File: src/rtl/dlpg_pkg.sv
package dlpg_pkg;

    // field widths
    localparam int unsigned CoordWidth  = 13;
    localparam int unsigned ValueWidth  = 8;
    localparam int unsigned PixelWidth  = 5;
    localparam int unsigned PosWidth    = 24;
    localparam int unsigned StepWidth   = 18;
    localparam int unsigned QuoWidth    = 16;
    localparam int unsigned CountWidth  = 6;
    localparam int unsigned DivCntWidth = 4;

    // stream payload widths, padded to whole bytes
    localparam int unsigned InDataWidth  = 64;
    localparam int unsigned OutDataWidth = 24;

    // default image side in pixels
    localparam int unsigned ImageSideDefault = 32;

    // commands from the controller to the datapath
    typedef struct packed {
        logic load;
        logic div_step;
        logic set_step;
        logic emit;
    } t_dp_cmd;

    // status from the datapath to the controller
    typedef struct packed {
        logic emit_last;
    } t_dp_status;

endpackage

File: src/rtl/dlpg_ctrl.sv
module dlpg_ctrl
    import dlpg_pkg::*;
(
    input  logic       i_clk,
    input  logic       i_rst_n,
    input  logic       i_s_tvalid,
    output logic       o_s_tready,
    input  logic       i_m_tready,
    output logic       o_m_tvalid,
    output t_dp_cmd    o_cmd,
    input  t_dp_status i_status
);

    typedef enum logic [1:0] {
        ST_IDLE,
        ST_DIV,
        ST_STEP,
        ST_EMIT
    } t_state;

    t_state                 r_state;
    t_state                 n_state;
    logic [DivCntWidth-1:0] r_div_cnt;
    logic [DivCntWidth-1:0] n_div_cnt;
    logic                   r_out_valid;
    logic                   n_out_valid;
    logic                   slot_free;
    logic                   accept;

    // output register can take a new pixel
    assign slot_free = !r_out_valid || i_m_tready;
    assign accept    = (r_state == ST_IDLE) && i_s_tvalid;

    assign o_s_tready = (r_state == ST_IDLE);
    assign o_m_tvalid = r_out_valid;

    // command decode
    always_comb begin
        o_cmd          = '0;
        o_cmd.load     = accept;
        o_cmd.div_step = (r_state == ST_DIV);
        o_cmd.set_step = (r_state == ST_STEP);
        o_cmd.emit     = (r_state == ST_EMIT) && slot_free;
    end

    // next state
    always_comb begin
        n_state     = r_state;
        n_div_cnt   = r_div_cnt;
        n_out_valid = r_out_valid;
        if (i_m_tready) begin
            n_out_valid = 1'b0;
        end
        unique case (r_state)
            ST_IDLE: begin
                if (i_s_tvalid) begin
                    n_state   = ST_DIV;
                    n_div_cnt = '0;
                end
            end
            ST_DIV: begin
                n_div_cnt = r_div_cnt + 1'b1;
                if (r_div_cnt == {DivCntWidth{1'b1}}) begin
                    n_state = ST_STEP;
                end
            end
            ST_STEP: begin
                n_state = ST_EMIT;
            end
            ST_EMIT: begin
                if (slot_free) begin
                    n_out_valid = 1'b1;
                    if (i_status.emit_last) begin
                        n_state = ST_IDLE;
                    end
                end
            end
            default: begin
                n_state = ST_IDLE;
            end
        endcase
    end

    // state and registered outputs
    always_ff @(posedge i_clk) begin
        if (!i_rst_n) begin
            r_state     <= ST_IDLE;
            r_div_cnt   <= '0;
            r_out_valid <= 1'b0;
        end else begin
            r_state     <= n_state;
            r_div_cnt   <= n_div_cnt;
            r_out_valid <= n_out_valid;
        end
    end

endmodule

File: src/rtl/dlpg_dp.sv
module dlpg_dp
    import dlpg_pkg::*;
#(
    parameter int unsigned IMAGE_SIDE = ImageSideDefault
) (
    input  logic                  i_clk,
    input  logic                  i_rst_n,
    input  t_dp_cmd               i_cmd,
    output t_dp_status            o_status,
    input  logic [CoordWidth-1:0] i_start_x,
    input  logic [CoordWidth-1:0] i_start_y,
    input  logic [CoordWidth-1:0] i_end_x,
    input  logic [CoordWidth-1:0] i_end_y,
    input  logic [ValueWidth-1:0] i_paint_value,
    output logic [PixelWidth-1:0] o_pixel_x,
    output logic [PixelWidth-1:0] o_pixel_y,
    output logic [ValueWidth-1:0] o_pixel_value,
    output logic                  o_last
);

    localparam logic [7:0] SideMax = 8'(IMAGE_SIDE - 1);
    localparam logic signed [StepWidth-1:0] StepOne = StepWidth'(65536);

    // request and line set-up
    logic [PixelWidth-1:0]       r_end_x;
    logic [PixelWidth-1:0]       r_end_y;
    logic [ValueWidth-1:0]       r_value;
    logic                        r_neg_x;
    logic                        r_neg_y;
    logic                        r_vertical;
    logic                        r_y_major;
    logic                        r_tie;
    logic [CountWidth-1:0]       r_remaining;
    logic                        r_end_pending;
    logic signed [PosWidth-1:0]  r_cur_x;
    logic signed [PosWidth-1:0]  r_cur_y;
    logic signed [StepWidth-1:0] r_step_x;
    logic signed [StepWidth-1:0] r_step_y;

    // divider
    logic [CoordWidth:0]         r_div_rem;
    logic [CoordWidth-1:0]       r_divisor;
    logic [QuoWidth-1:0]         r_quo;

    // output register
    logic [PixelWidth-1:0]       r_out_x;
    logic [PixelWidth-1:0]       r_out_y;
    logic [ValueWidth-1:0]       r_out_value;
    logic                        r_out_last;

    logic [CoordWidth-1:0]       adx;
    logic [CoordWidth-1:0]       ady;
    logic                        neg_x;
    logic                        neg_y;
    logic                        vertical;
    logic                        y_major;
    logic [CoordWidth-1:0]       major;
    logic [CoordWidth-1:0]       minor;
    logic [CountWidth-1:0]       length;
    logic [CoordWidth+1:0]       rem_shift;
    logic [CoordWidth+1:0]       rem_diff;
    logic                        rem_ge;
    logic signed [StepWidth-1:0] minor_mag;
    logic signed [StepWidth-1:0] minor_step;
    logic                        emit_last;

    // floor of a q.16 position, saturated to the image
    function automatic logic [PixelWidth-1:0] clamp_pos(
        input logic signed [PosWidth-1:0] pos
    );
        logic [7:0] p;
        begin
            p = pos[PosWidth-1:16];
            if (pos[PosWidth-1]) begin
                p = '0;
            end else if (p > SideMax) begin
                p = SideMax;
            end
            clamp_pos = p[PixelWidth-1:0];
        end
    endfunction

    // end pixel, already non-negative
    function automatic logic [PixelWidth-1:0] clamp_pix(
        input logic [PixelWidth-1:0] pix
    );
        logic [7:0] p;
        begin
            p = {3'b000, pix};
            if (p > SideMax) begin
                p = SideMax;
            end
            clamp_pix = p[PixelWidth-1:0];
        end
    endfunction

    // deltas, magnitudes and axis choice
    always_comb begin
        neg_x    = i_end_x < i_start_x;
        neg_y    = i_end_y < i_start_y;
        adx      = neg_x ? (i_start_x - i_end_x) : (i_end_x - i_start_x);
        ady      = neg_y ? (i_start_y - i_end_y) : (i_end_y - i_start_y);
        vertical = (i_end_x == i_start_x);
        y_major  = ady > adx;
        major    = y_major ? ady : adx;
        minor    = y_major ? adx : ady;
        if (vertical) begin
            length = {1'b0, ady[CoordWidth-1:8]};
        end else begin
            length = {1'b0, major[CoordWidth-1:8]} + 1'b1;
        end
    end

    // one restoring division step
    always_comb begin
        rem_shift = {r_div_rem, 1'b0};
        rem_diff  = rem_shift - {2'b00, r_divisor};
        rem_ge    = !rem_diff[CoordWidth+1];
    end

    // minor axis step from the quotient
    always_comb begin
        minor_mag  = r_tie ? StepOne : {2'b00, r_quo};
        minor_step = (r_y_major ? r_neg_x : r_neg_y) ? -minor_mag : minor_mag;
    end

    // this pixel closes the line
    assign emit_last = r_end_pending ? (r_remaining == '0)
                                     : (r_remaining == CountWidth'(1));
    assign o_status.emit_last = emit_last;

    // payload registers
    always_ff @(posedge i_clk) begin
        if (i_cmd.load) begin
            r_end_x    <= i_end_x[CoordWidth-1:8];
            r_end_y    <= i_end_y[CoordWidth-1:8];
            r_value    <= i_paint_value;
            r_neg_x    <= neg_x;
            r_neg_y    <= neg_y;
            r_vertical <= vertical;
            r_y_major  <= y_major && !vertical;
            r_tie      <= (adx == ady);
            r_cur_x    <= {3'b000, i_start_x, 8'h00};
            r_cur_y    <= {3'b000, i_start_y, 8'h00};
            r_div_rem  <= {1'b0, minor};
            r_divisor  <= major;
            r_quo      <= '0;
        end
        if (i_cmd.div_step) begin
            r_div_rem <= rem_ge ? rem_diff[CoordWidth:0] : rem_shift[CoordWidth:0];
            r_quo     <= {r_quo[QuoWidth-2:0], rem_ge};
        end
        if (i_cmd.set_step) begin
            if (r_vertical) begin
                r_step_x <= '0;
                r_step_y <= r_neg_y ? -StepOne : StepOne;
            end else if (r_y_major) begin
                r_step_x <= minor_step;
                r_step_y <= r_neg_y ? -StepOne : StepOne;
            end else begin
                r_step_x <= r_neg_x ? -StepOne : StepOne;
                r_step_y <= minor_step;
            end
        end
        if (i_cmd.emit) begin
            r_out_value <= r_value;
            r_out_last  <= emit_last;
            if (r_end_pending) begin
                r_out_x <= clamp_pix(r_end_x);
                r_out_y <= clamp_pix(r_end_y);
            end else begin
                r_out_x <= clamp_pos(r_cur_x);
                r_out_y <= clamp_pos(r_cur_y);
                r_cur_x <= r_cur_x + {{(PosWidth-StepWidth){r_step_x[StepWidth-1]}}, r_step_x};
                r_cur_y <= r_cur_y + {{(PosWidth-StepWidth){r_step_y[StepWidth-1]}}, r_step_y};
            end
        end
    end

    // pixel count and end-point flag
    always_ff @(posedge i_clk) begin
        if (!i_rst_n) begin
            r_remaining   <= '0;
            r_end_pending <= 1'b0;
        end else if (i_cmd.load) begin
            r_remaining   <= length;
            r_end_pending <= 1'b1;
        end else if (i_cmd.emit) begin
            if (r_end_pending) begin
                r_end_pending <= 1'b0;
            end else begin
                r_remaining <= r_remaining - 1'b1;
            end
        end
    end

    assign o_pixel_x     = r_out_x;
    assign o_pixel_y     = r_out_y;
    assign o_pixel_value = r_out_value;
    assign o_last        = r_out_last;

endmodule

File: src/rtl/dda_line_pixel_generator_core.sv
// DDA line pixel generator. Each request carries a start and end point in
// unsigned Q5.8 pixel units and a gray level; the block answers with the end
// pixel first, then the pixels from the start point along the line, one per
// cycle while the output side does not stall, with tlast on the final one.
// A request is taken only while the block is idle; the last pixel may still
// sit in the output register when the next request is taken. Per request the
// block accepts it, runs the bit-serial divider that forms the minor-axis
// step, sets up the steps, then emits the pixels (up to 33). Positions
// saturate to 0 .. IMAGE_SIDE-1.
module dda_line_pixel_generator_core
    import dlpg_pkg::*;
#(
    parameter int unsigned IMAGE_SIDE = ImageSideDefault
) (
    input  logic                    i_clk,
    input  logic                    i_rst_n,
    input  logic                    i_s_tvalid,
    output logic                    o_s_tready,
    // start_x, start_y, end_x, end_y, paint_value, zero pad
    input  logic [InDataWidth-1:0]  i_s_tdata,
    output logic                    o_m_tvalid,
    input  logic                    i_m_tready,
    // pixel_x, pixel_y, pixel_value, zero pad
    output logic [OutDataWidth-1:0] o_m_tdata,
    output logic                    o_m_tlast
);

    t_dp_cmd               cmd;
    t_dp_status            status;
    logic [PixelWidth-1:0] pixel_x;
    logic [PixelWidth-1:0] pixel_y;
    logic [ValueWidth-1:0] pixel_value;

    // sequencer
    dlpg_ctrl u_ctrl (
        .i_clk      (i_clk),
        .i_rst_n    (i_rst_n),
        .i_s_tvalid (i_s_tvalid),
        .o_s_tready (o_s_tready),
        .i_m_tready (i_m_tready),
        .o_m_tvalid (o_m_tvalid),
        .o_cmd      (cmd),
        .i_status   (status)
    );

    // divider, stepper and output register
    dlpg_dp #(
        .IMAGE_SIDE (IMAGE_SIDE)
    ) u_dp (
        .i_clk         (i_clk),
        .i_rst_n       (i_rst_n),
        .i_cmd         (cmd),
        .o_status      (status),
        .i_start_x     (i_s_tdata[12:0]),
        .i_start_y     (i_s_tdata[25:13]),
        .i_end_x       (i_s_tdata[38:26]),
        .i_end_y       (i_s_tdata[51:39]),
        .i_paint_value (i_s_tdata[59:52]),
        .o_pixel_x     (pixel_x),
        .o_pixel_y     (pixel_y),
        .o_pixel_value (pixel_value),
        .o_last        (o_m_tlast)
    );

    // result packing
    assign o_m_tdata = {6'b000000, pixel_value, pixel_y, pixel_x};

endmodule

File: config.mk
export PLATFORM = sky130hd
export DESIGN_NAME = dda_line_pixel_generator_core
export DESIGN_NICKNAME = d
export VERILOG_FILES = /design/src/rtl/dlpg_pkg.sv /design/src/rtl/dlpg_ctrl.sv /design/src/rtl/dlpg_dp.sv /design/src/rtl/dda_line_pixel_generator_core.sv
export SDC_FILE = /design/constraint.sdc
export NUM_CORES = 1
export LEC_CHECK = 0
export BUFFER_PORTS_ARGS = -buffer_cell sky130_fd_sc_hd__buf_2
export CAP_MARGIN = 10
export CORE_ASPECT_RATIO = 1.5
export CORE_MARGIN = 5
export CORE_UTILIZATION = 40
export DETAILED_ROUTE_END_ITERATION = 16
export GPL_TIMING_DRIVEN = 0
export PLACE_DENSITY_LB_ADDON = 0.2
export SYNTH_ARGS = -nofsm -noshare
export SYNTH_HDL_FRONTEND = slang
export SYNTH_SLANG_ARGS = --single-unit
File: constraint.sdc
create_clock -name i_clk -period 8.4 [get_ports i_clk]
set_input_delay 1.68 -clock i_clk [delete_from_list [all_inputs] [get_ports i_clk]]
set_output_delay 1.68 -clock i_clk [all_outputs]
set_load 0.05 [all_outputs]
## After elaboration in Yosys (flattened, before gate mapping)

Index checks and enable logic that the tools add are counted.

| operators by class | value |
|---|---|
| add/subtract/negate cells | 11 |
| magnitude comparators | 5 |
| equality and inequality tests | 12 |
| mux-type cells | 46 |
| reductions and logical operators | 15 |

Operators by type and width:

| cell | count |
|---|---|
| $mux W24 | 6 |
| $mux W18 | 6 |
| $mux W13 | 4 |
| $sub A13 B13 Y13 | 4 |
| $add A24 B24 Y24 | 2 |
| $mux W14 | 3 |
| $mux W16 | 2 |
| $mux W5 | 6 |
| $eq A13 B13 Y1 | 2 |
| $lt A13 B13 Y1 | 2 |
| $mux W6 | 4 |
| $neg A18 Y18 | 1 |
| $mux W17 | 1 |
| $gt A8 B5 Y1 const B | 2 |
| $sub A15 B13 Y15 | 1 |
| $gt A13 B13 Y1 | 1 |
| $mux W2 | 4 |
| $pmux W2 S4 | 1 |
| $pmux W4 S2 | 1 |
| $mux W1 | 7 |
| $add A5 B1 Y6 const B | 1 |
| $eq A6 B1 Y1 const B | 1 |
| $logic_not A6 Y1 | 1 |
| $ne A2 B2 Y1 const B | 3 |
| other kinds (14) | 23 |

| word-level totals | value |
|---|---|
| bits in registers | 183 |
| bits of input ports | 68 |
| output and inout port bits | 27 |
| word-level logic and storage cells | 113 |

## Longest topological paths before layout

| logic depth | value |
|---|---|
| depth in word-level cells | 7 |
| gate-level depth with buffers | 25 |

## Modules after synthesis

A second synthesis with hierarchy kept.

| second synthesis, totals | value |
|---|---|
| cells, all modules | 1,463 |
| area total of the unflattened synthesis | 13,466.7 µm² |

Modules (own cells, without submodules):

| module | times used | cells each | area an instance (µm²) | sequential area each (µm²) |
|---|---|---|---|---|
| dlpg_dp | 1 | 1,407 | 12,986.2 | 4,734.5 |
| dlpg_ctrl | 1 | 49 | 431.7 | 140.1 |
| dda_line_pixel_generator_core | 1 | 7 | 48.8 | 0.0 |

## Worst setup path before layout

Ideal clock, no wire load.

| timing | value |
|---|---|
| path type | in2reg |
| from | in i_s_tdata[10] |
| to | reg u_dp.r_remaining[2] |
| setup time | 192 ps |
| arrival time | 6,178 ps |
| setup slack | 2,029 ps |
| stages | 24 |
| buffers on the path | 3 |
| cells stage by stage | inv_1 -> ha_1 -> a21o_1 -> a21oi_2 -> o21bai_2 -> or3_1 -> buf_6 -> buf_6 -> o311a_1 -> a311oi_2 -> xor2_2 -> ha_1 -> and4_1 -> and3_1 -> and3_1 -> a31oi_1 -> clkinv_1 -> clkbuf_1 -> nor2_1 -> a21oi_1 -> ha_1 -> xor2_1 -> mux2i_1 -> a21oi_1 |

| on the way | value |
|---|---|
| word-level cells in the longest chain between the ends | 7 |

Ends and longest elaborated chain:

| what | RTL line | RTL |
|---|---|---|
| start, declared | dda_line_pixel_generator_core.sv:20 | `input logic [InDataWidth-1:0] i_s_tdata,` |
| $sub A13 B13 Y13 / $lt A13 B13 Y1 (equally long branches) | dlpg_dp.sv:101, dlpg_dp.sv:99 |  |
| $mux W13 (*) | dlpg_dp.sv:101 | `adx = neg_x ? (i_start_x - i_end_x) : (i_end_x - i_start_x);` |
| $gt A13 B13 Y1 | dlpg_dp.sv:104 | `y_major = ady > adx;` |
| $mux W13 (*) | dlpg_dp.sv:105 | `major = y_major ? ady : adx;` |
| net u_dp.major[8] | dlpg_dp.sv:57 | `logic [CoordWidth-1:0] major;` |
| $add A5 B1 Y6 (*) | dlpg_dp.sv:110 | `length = {1'b0, major[CoordWidth-1:8]} + 1'b1;` |
| $mux W6 (*) | dlpg_dp.sv:107 | `if (vertical) begin` |
| $mux W6 (*) | dlpg_dp.sv:185 | `end else if (i_cmd.load) begin` |
| end signal, assigned | dlpg_dp.sv:186 | `r_remaining <= length;` |
| end signal, assigned | dlpg_dp.sv:192 | `r_remaining <= r_remaining - 1'b1;` |
| end, declared | dlpg_dp.sv:33 | `logic [CountWidth-1:0] r_remaining;` |

The timed path passes the listed nets; every way through them passes the cells marked *.
A chain may end at the register's enable or synchronous reset.

## Worst setup path in the final report

| timing | value |
|---|---|
| from | in i_s_tdata[4] |
| to | reg u_dp.r_remaining[4] |

| on the way | value |
|---|---|
| word-level cells in the longest chain between the ends | 7 |

Ends and longest elaborated chain:

| what | RTL line | RTL |
|---|---|---|
| $lt A13 B13 Y1 (*) | dlpg_dp.sv:99 | `neg_x = i_end_x < i_start_x;` |
| net u_dp.neg_x | dlpg_dp.sv:53 | `logic neg_x;` |
| $mux W13 (*) | dlpg_dp.sv:101 |  |
| $gt A13 B13 Y1 | dlpg_dp.sv:104 |  |
| $mux W13 (*) | dlpg_dp.sv:105 |  |
| net u_dp.major[8] | dlpg_dp.sv:57 |  |
| $add A5 B1 Y6 (*) | dlpg_dp.sv:110 |  |
| $mux W6 (*) | dlpg_dp.sv:107 |  |
| $mux W6 (*) | dlpg_dp.sv:185 |  |

Marked as above.

==> summary.md <==
| Metric | Value |
|---|---|
| Outcome | complete, no violations |
| Setup Skew | 15.7 ps |
| Part of the cycle the worst path needs | 81.7% |
| Max cap viols | 0 |
| Initial antenna violation count | 0 |
| Final count of hold timing violations | 0 |
| Worst Path Max Fanout | 10 |
| Unrepaired setup endpoints after global routing | no |
| Htree depth | 4 |
| Detailed Routing Iterations Pass 1 | 5 |
| Yosys warnings | 0 |
| Core area | 32600 um^2 |
| Post-synth EDFFs | 121 |
| Iter 0 DRT Violations | 596 |
| First-pass GRT wire length | 59.6 mm |
| Yosys cell types | 72 |
| DRC violations left | 0 |
| # IOs | 95 |
| Commonest cells after routing, fill and taps aside | ha_1, edfxtp_1, nor2_1 |
| Synth Instances | 1480 |
| Max-slew headroom | 27.7% |
| Slew @ Worst Pin | 1070 ps |
| Chip width | 158 um |
| Post-DR wirelength/cell | 19.3 um |
| RR Startpoint | u_dp.r_divisor[0] |
| Clk_lat worst skew | 460 ps |
| Nets@finish | 1794 |
| Syn-to-layout area delta | 11.9% |
| Grt total ovfl | 0 |
| CTS sink cnt | 183 |
| Max VDD drop | 0.178 mV |
| Port Buffer Count | 84 |
| Crit Path Class | in2reg |
| CTS tree | done |
| Worst path required time | 8740 ps |
| Total power | 5.38 mW |
| Crit path to | u_dp.r_remaining[4] |
| Crit path launch | i_s_tdata[4] |
| Vias | 11300 |
| Root Buffer | clkbuf_16 |
| Max frequency | 146 MHz |
| Power density over cell area | 364 nW/um^2 |
| CP Capture Type | register |
| Fillers | 3270 |
| CTS Hold Bufs | 0 |
| Leakage | 6.36 nW |
| Crit path arrival time | 7200 ps |
| Via-to-Cell Ratio | 5.58 |
| Post-CTS setup buffer count | 0 |
| Min-Delay Path Class | reg2reg |
| Effective utilization at floorplan | 40.5% |
| Worst-path clk slew | 70 ps |
| Post-Syn Area | 13200 um^2 |
| Cell Rows | 81 |
| Startpoint types | primary input |
| Die area | 36900 um^2 |
| Fin. max-slew vios | 0 |
| Synth Register Bits | 183 |
| Share of layout cells above drive strength 1 | 10.1% |
| Largest net degree at the start of global routing | 38 |
| Prevailing post-synth register cell | edfxtp_1 |
| Antenna-violating nets left | 0 |
| Maximum clock path buffer count | 2 |
| Number of global-route vias before repair | 11100 |
| Mean post-synth cell area | 8.94 um^2 |
| Reg-to-reg slack, setup | 4710 ps |
| Overall global routing resource usage | 21.1% |
| Resized Gates After CTS | 0 |
| Commonest non-fill, non-tap cell in the layout | ha_1 |
| CTS buffer count | 17 |
| R2r endpoint | u_dp.r_div_rem[3] |
| Async SR Flop Fraction | 0% |
| Setup TNS | 0 ps |
| # diodes | 0 |
| Endpoints failing setup | 0 |
| HPWL Detailed | 31.3 mm |
| Register area share after synthesis | 36.9% |
| Period minus WS final | 6870 ps |
| Die Ht | 233 um |
| Post-Route WL | 38.9 mm |
| Reg2Reg Depth | 12 |
| Routability cong. | 0.900 |
-- critical path, cell delays in order --
cell	delay (ps)
buf_2	160
inv_1	60
ha_1	260
clkbuf_1	330
o2111ai_1	250
a211oi_1	530
or3_1	200
buf_6	110
inv_2	90
mux2_2	290
a311oi_2	260
xor2_2	260
ha_1	280
and4_1	210
and3_1	210
and3_1	200
a31oi_1	190
clkinv_1	250
clkbuf_1	350
nor2_1	170
a21oi_1	90
ha_1	290
a31o_2	210
a21oi_1	160
o22ai_1	100
-- state kept, by name, summed over array words and instances (netlist names), 6 cells and up --
signal              flops
u_dp.r_value            8
u_dp.r_quo             16
u_dp.r_step_x          18
u_dp.r_step_y          18
u_dp.r_divisor         13
u_dp.r_cur_y           24
u_dp.o_pixel_value      8
u_dp.r_remaining        6
u_dp.r_cur_x           24
u_dp.r_div_rem         14
-- logic make-up (layout without fill, tap and decap cells) --
kind of cell             count (synthesis)  after routing  share of synthesized area, %
AND/OR/NAND/NOR                        442            442                          15.9
other                                    1              6                        0.0283
buffers and inverters                  187            304                          5.69
flip-flops                             183            183                          36.9
adder cells (fa/ha/maj)                137            137                          13.4
multiplexers                            36             36                          2.78
XOR/XNOR                                81             81                          5.42
AO/OA/AOI/OAI                          413            413                          20.0
-- where the power goes --
part           total, mW  switching (mW)  internal (mW)
Clock              0.818           0.397          0.421
Combinational       2.95            1.82           1.14
Sequential          1.61           0.213           1.40
-- Yosys cell counts, types with 35 or more instances --
cell type	instances	share of area, %
a21oi_1	116	4.4
clkbuf_1	51	1.4
dfxtp_1	62	9.4
edfxtp_1	121	27
ha_1	130	12
inv_1	116	3.3
nand2_1	114	3.2
nand3_1	41	1.6
nor2_1	117	3.3
nor3_1	49	1.9
o21ai_0	78	3.0
xnor2_1	45	3.0
xor2_1	35	2.3
-- area by class of cell --
type                       instances  area, um^2  area share [%]
sequential                       183        4870            32.9
buffer                            68         308            2.08
multi-input combinational       1115        7620            51.5
clock inverter                    15         159            1.07
inverter                         119         447            3.02
clock buffer                      17         425            2.88
timing repair buffer              85         440            2.98
tap                              415         519            3.51
-- routing by layer --
| layer | track usage, % | vias up | part of all wire, % |
|---|---|---|---|
| met1 | 21.7 | 5414 | 38 |
| met4 | 10.5 | 0 | 4.9 |
| met5 | 0 | - | 0 |
| met2 | 40.8 | 226 | 55 |
| met3 | 2.72 | 80 | 2.7 |
| li1 | - | 5539 | - |
-- stage by stage --
step           instance area, um^2  utilization (%)  instances  setup slack, ps  hold slack, ps
6_report                     14800             45.3       2017             1530             421
5_1_grt                      14800             45.3       2017             1210             428
4_1_cts                      14800             45.3       2017             1520             423
3_5_place_dp                 14200             43.6       1985             1040             405
3_3_place_gp                 14200             43.5       1984             1010             402
2_1_floorplan                13200                -       1485             2030             400
-- worst min-delay path by stage --
| stage | from | to | slack [ps] | depth (start not counted) |
|---|---|---|---|---|
| floorplan | u_dp.r_value[0] | u_dp.o_pixel_value[0] | 400 | 0 |
| global placement | u_dp.r_value[5] | u_dp.o_pixel_value[5] | 400 | 0 |
| global route | u_dp.r_value[4] | u_dp.o_pixel_value[4] | 430 | 0 |
| detailed placement | u_dp.r_value[2] | u_dp.o_pixel_value[2] | 410 | 0 |
| CTS | u_dp.r_value[2] | u_dp.o_pixel_value[2] | 420 | 0 |
| finish | u_dp.r_value[4] | u_dp.o_pixel_value[4] | 420 | 0 |
(Power assumes the default switching activity.)
